### src/hw/rtl/sps_pkg.sv
// ---------------------------------------------------------------------------
// sps_pkg
// shared types and constants for the sparse set slot allocator
// ---------------------------------------------------------------------------
`default_nettype none

package sps_pkg;

    localparam int SLOTS = 1024;
    localparam int ID_W  = $clog2(SLOTS);
    localparam int CNT_W = $clog2(SLOTS + 1);

    localparam logic ACT_REQUEST = 1'b0;
    localparam logic ACT_RETURN  = 1'b1;

    typedef enum logic [1:0] {
        ST_GRANTED  = 2'd0,
        ST_RELEASED = 2'd1,
        ST_FULL     = 2'd2,
        ST_ABSENT   = 2'd3
    } sps_status_t;

    typedef struct packed {
        logic            action;
        logic [ID_W-1:0] slot_id;
    } sps_cmd_word_t;

    typedef struct packed {
        sps_status_t      status;
        logic [ID_W-1:0]  granted_id;
        logic [ID_W-1:0]  dense_pos;
        logic             moved;
        logic [ID_W-1:0]  move_from;
        logic [ID_W-1:0]  move_to;
        logic [CNT_W-1:0] live_count;
    } sps_result_word_t;

    typedef struct packed {
        logic accept;
        logic clear;
        logic req_fin;
        logic ret_chk;
        logic ret_fin;
    } sps_ctl_t;

    typedef struct packed {
        logic absent;
        logic at_last;
        logic clear_last;
    } sps_sts_t;

endpackage

`default_nettype wire

### src/hw/rtl/sps_ctrl.sv
// ---------------------------------------------------------------------------
// sps_ctrl
// sequencer for the clearing pass, requests and returns
// ---------------------------------------------------------------------------
`default_nettype none

module sps_ctrl (
    input  wire logic              clk,
    input  wire logic              rst_n,
    input  wire logic              start,
    input  wire logic              action,
    input  wire sps_pkg::sps_sts_t sts,
    output logic                   busy,
    output sps_pkg::sps_ctl_t      ctl
);

    import sps_pkg::*;

    typedef enum logic [2:0] {
        S_CLEAR,
        S_IDLE,
        S_REQ,
        S_RET_CHK,
        S_RET_MOVE
    } state_t;

    state_t state_reg;
    state_t state_next;

    always_comb
    begin
        state_next = state_reg;
        ctl        = '0;
        unique case (state_reg)
            S_CLEAR:
            begin
                ctl.clear = 1'b1;
                if (sts.clear_last)
                begin
                    state_next = S_IDLE;
                end
            end
            S_IDLE:
            begin
                if (start)
                begin
                    ctl.accept = 1'b1;
                    state_next = (action == ACT_RETURN) ? S_RET_CHK : S_REQ;
                end
            end
            S_REQ:
            begin
                ctl.req_fin = 1'b1;
                state_next  = S_IDLE;
            end
            S_RET_CHK:
            begin
                ctl.ret_chk = 1'b1;
                state_next  = (sts.absent || sts.at_last) ? S_IDLE : S_RET_MOVE;
            end
            S_RET_MOVE:
            begin
                ctl.ret_fin = 1'b1;
                state_next  = S_IDLE;
            end
            default:
            begin
                state_next = S_IDLE;
            end
        endcase
    end

    assign busy = (state_reg != S_IDLE);

    always_ff @(posedge clk or negedge rst_n)
    begin
        if (!rst_n)
        begin
            state_reg <= S_CLEAR;
        end
        else
        begin
            state_reg <= state_next;
        end
    end

endmodule

`default_nettype wire

### config.mk
export PLATFORM = sky130hd
export DESIGN_NAME = sps_ctrl
export DESIGN_NICKNAME = d
export VERILOG_FILES = /design/src/hw/rtl/sps_pkg.sv /design/src/hw/rtl/sps_ctrl.sv
export SDC_FILE = /design/constraint.sdc
export NUM_CORES = 1
export LEC_CHECK = 0
export ABC_AREA = 1
export BUFFER_PORTS_ARGS = -buffer_cell sky130_fd_sc_hd__buf_2
export CAP_MARGIN = 20
export CORE_AREA = 2 2 39 41
export CTS_CLUSTER_DIAMETER = 50
export CTS_CLUSTER_SIZE = 12
export DETAILED_ROUTE_END_ITERATION = 16
export DIE_AREA = 0 0 41 43
export HOLD_SLACK_MARGIN = 0.1
export SLEW_MARGIN = 0
export SYNTH_ARGS = -nofsm -noshare
export SYNTH_HDL_FRONTEND = slang
export SYNTH_SLANG_ARGS = --single-unit
### constraint.sdc
create_clock -name clk -period 0.9 [get_ports clk]
set_input_delay 0 -clock clk [delete_from_list [all_inputs] [get_ports clk]]
set_output_delay 0 -clock clk [all_outputs]
set_load 0.005 [all_outputs]
==> results.md <==
- Once placement completed, the tool counted placed cells totaling 57.
- The startpoint-to-endpoint class of the critical path is flip-flop to primary output.
- The element type at the critical path end is a primary output.
- The routed design could run at a clock period as short as 1060 ps.
- The routed length per instance is 7.61 um.
- The endpoint of the worst setup timing path is ctl[2].
- The H-tree level count is 1.
- Dividing total power by cell area gives a power density of 2310 mW/mm2.
- The net count after synthesis is 33.
- Of the synthesized area, sequential elements account for 43.2%.
- The number of setup violations in the final report is 7.
- In this run the worst setup path begins at state_reg[1]$_DFFE_PN0P_.
- The total of warnings raised by yosys is 0.
- The net total in the final layout is 62.
- The unique cell type count in the Yosys netlist is 9.
- The overall die height is 43 um.
- Counting along the longest clock path gives a buffer depth of 2.
- Routability-driven placement finished with a final weighted congestion of 0.621.
- The required time of the critical path is 900 ps.
- The most used standard cell by instance count after synthesis is nor2_1.
- For this run, design rule violations remaining after detail routing come to 0.
- The register with the most flip-flops in the layout has 3 of them.
- Of all nets on the critical path, the largest fanout is 4.
- Counting flops and latches in the post-synthesis netlist gives 3.
- The endpoint identified for the worst register-to-register timing path is state_reg[0]$_DFFE_PN0P_.
- The number of non-filler instances in the completed layout is 70.
- The number of global-route vias before repair came to 235.
- Yosys attributes the largest share of cell area to dfrtp_1 43%, nor2_1 15%, inv_1 13%, nand2_1 8.6%, nor3_1 5.8%.
- The area inside the core boundary is 0.00138 mm2.
- In this run the remaining antenna-violating nets after routing total 0.
- The transition time of the tightest slew-check pin is 154 ps.
- For this run, the leading register cell type out of synthesis is dfrtp_1.
- 13 I/O pins were placed.
- After synthesis, the largest family of logic cells by area is simple AND/OR/NAND/NOR gates.
- The post-route fraction of the period consumed by the critical path is 118%.
- Of the post-synthesis cell area, the part taken by muxes is 0%.
- Timing would allow up to 0.940 GHz.
- The floorplan has 14 rows.
- The fraction of final layout cells sized beyond drive strength 1 is 57.4%.
- The type of the worst min-delay path is input port to flip-flop.
- The final global-route overflow total is 0.
- After synthesis the cells add up to 174 um2.
- The share of the synthesized netlist area taken by xor and xnor gates is 0%.
- Across every metal layer, demand over resource in global routing totals 8.76%.
- Setup repair after global routing could not meet its margin everywhere.
- The floorplan die width is 41 um.
- The flow ran to the end, but the final reports show violations.
- The clock-pin transition on the worst setup and hold timing paths is 40 ps.
- The cell area after layout is 425 um2.
- Using the TritonRoute via totals, the vias-per-cell ratio works out to 3.60.
- The final reports fail on setup timing.
- The synthesized design devotes to its leading area cell type 43.2% of total area.
- The maximum vdd drop is 470 uV.
- The total count of max-transition violations in the final report was 0.
- The initial antenna violation count was 0.
- The number of diodes added for antenna fixing is 0.
- The count of final hold-check violations was 0.
- The share of synthesized flip-flops with an asynchronous set or reset is 100%.
- The max-cap violation count is 0.
- The total number of clock tree sinks is 3.
- Fill cells in the final layout number 164.
- By count the netlist is led by 7 x nor2_1, 6 x inv_1, 4 x nand2_1.
- The initial cell density of the core is 12.6%.
- The maximum number of pins on one net before global-route repair is 5.
- The placed instance area is 277 um2.
- In this run the critical register-to-register path is launched from state_reg[1]$_DFFE_PN0P_.
- The setup slack of the critical path after layout is -164 ps.
- The count of buffers added on input and output ports is 12.
- The die covers 0.00176 mm2.
- The cell type with the largest total area after synthesis is dfrtp_1.
- The number of clock buffers added by TritonCTS is 3.
- The first-iteration detailed-routing DRC count is 0.
- The reg2reg setup slack is -110 ps.
- Summing over every cut layer, the via total after detailed routing is 252.
- The global-route wire length before repair is 890 um.
- The worst setup path is launched from a flip-flop.
- The adder-cell share of the synthesized area is 0%.
- Yosys mapped a number of flops with a built-in enable equal to 0.
- Data arrives at the worst endpoint at 1060 ps.
- The gate count after technology mapping is 26.
- The later-pin clock latency in the skew report is 230 ps.
- In this run the static leakage power is 0.231 nW.
- The post-synthesis area per instance is 6.69 um2.
- After Yosys synthesis, and, or, nand and nor cells account for 39.6% of the synthesized area.
- Measured in cells, the most critical reg-to-reg path has a length of 5.
- The synthesized netlist devotes 4.32% of its cell area to compound gates.
- Compared with the post-synthesis result, the final layout area differs by 145%.
- The TritonCTS clock tree is built.
- The detailed-route wire length is 533 um.
- The cell sitting at the root of the clock tree is a clkbuf_4.
- Headroom to the max-slew limit came out at 89.6%.
- The detailed-router iteration count before antenna repair is 1.
- The wire-length estimate of the detail-placed layout is 324 um.
- The clock arrives with 2.01 ps of skew.
-- kinds of logic after synthesis --
family,Yosys count
and+or+nand+nor,16
DFF,3
AOI/OAI and AO/OA,1
buffers and inverters,6
-- cell usage in the layout, fill, tap and decap left out, types with 2 or more instances in the layout --
cell type / n
clkbuf_4: 3
nand2_2: 2
buf_4: 4
buf_6: 3
inv_1: 4
nor2_4: 2
nor2_2: 2
inv_2: 2
dfrtp_1: 2
buf_2: 11
nand2_1: 3
dlygate4sd3_1: 6
nor2_1: 4
-- what timing repair did --
action                                  in CTS  in global routing
endpoints found under the setup margin       7                  8
hold endpoints to repair                     6                  0
hold buffers                                 6                  0
resized for setup                            5                  8
buffers inserted                             2                  1
pin swaps                                    3                  4
cloned                                       0                  0
-- how the worst min path moves through the flow --
stage / from / end / slack, ps / cells past startpoint
after floorplan: rst_n / state_reg[0]$_DFFE_PN0P_ / -300 / 0
after global routing: action / state_reg[0]$_DFFE_PN0P_ / 190 / 5
final: action / state_reg[0]$_DFFE_PN0P_ / 120 / 5
after detailed placement: rst_n / state_reg[2]$_DFFE_PN0P_ / -200 / 1
after global placement: rst_n / state_reg[2]$_DFFE_PN0P_ / -200 / 1
after CTS: action / state_reg[0]$_DFFE_PN0P_ / 120 / 5
-- per-stage QoR --
stage | worst slack [ps] | hold slack (ps) | setup TNS (ps) | utilization (%) | total power, mW
floorplan | 8.02 | -296 | 0 | - | 0.388
global placement | -17.7 | -204 | -17.7 | 20.0 | 0.557
detailed placement | -19.0 | -203 | -19.0 | 20.0 | 0.559
CTS | -178 | 122 | -942 | 28.1 | 0.921
global route | -259 | 195 | -1550 | 30.7 | 1.09
finish | -164 | 121 | -935 | 30.7 | 0.981
-- power by group --
group          switching [mW]  internal [mW]
Clock                  0.0719          0.166
Sequential             0.0333          0.175
Combinational           0.246          0.288
-- worst max-delay path: stages, from the launching register on --
cell and delay (ps):
dfrtp_1 350, inv_2 60, buf_4 130, nor3_2 150, buf_2 130
-- cell type report --
class	instances	area [um2]	area share, %
Clock buffer	4	26.3	6.18
Inverter	6	22.5	5.29
Multi-Input combinational cell	17	101	23.8
Sequential cell	3	76.3	17.9
Tap cell	16	20.0	4.71
Timing Repair Buffer	24	179	42.1
-- per-layer routing --
metal	up-vias	global-route usage (%)	routed length [um]
met5	-	0	0
met4	0	10.0	10
met2	11	11.6	282
met3	2	6.81	51
li1	132	-	-
met1	107	7.14	188
(Power assumes the default switching activity.)
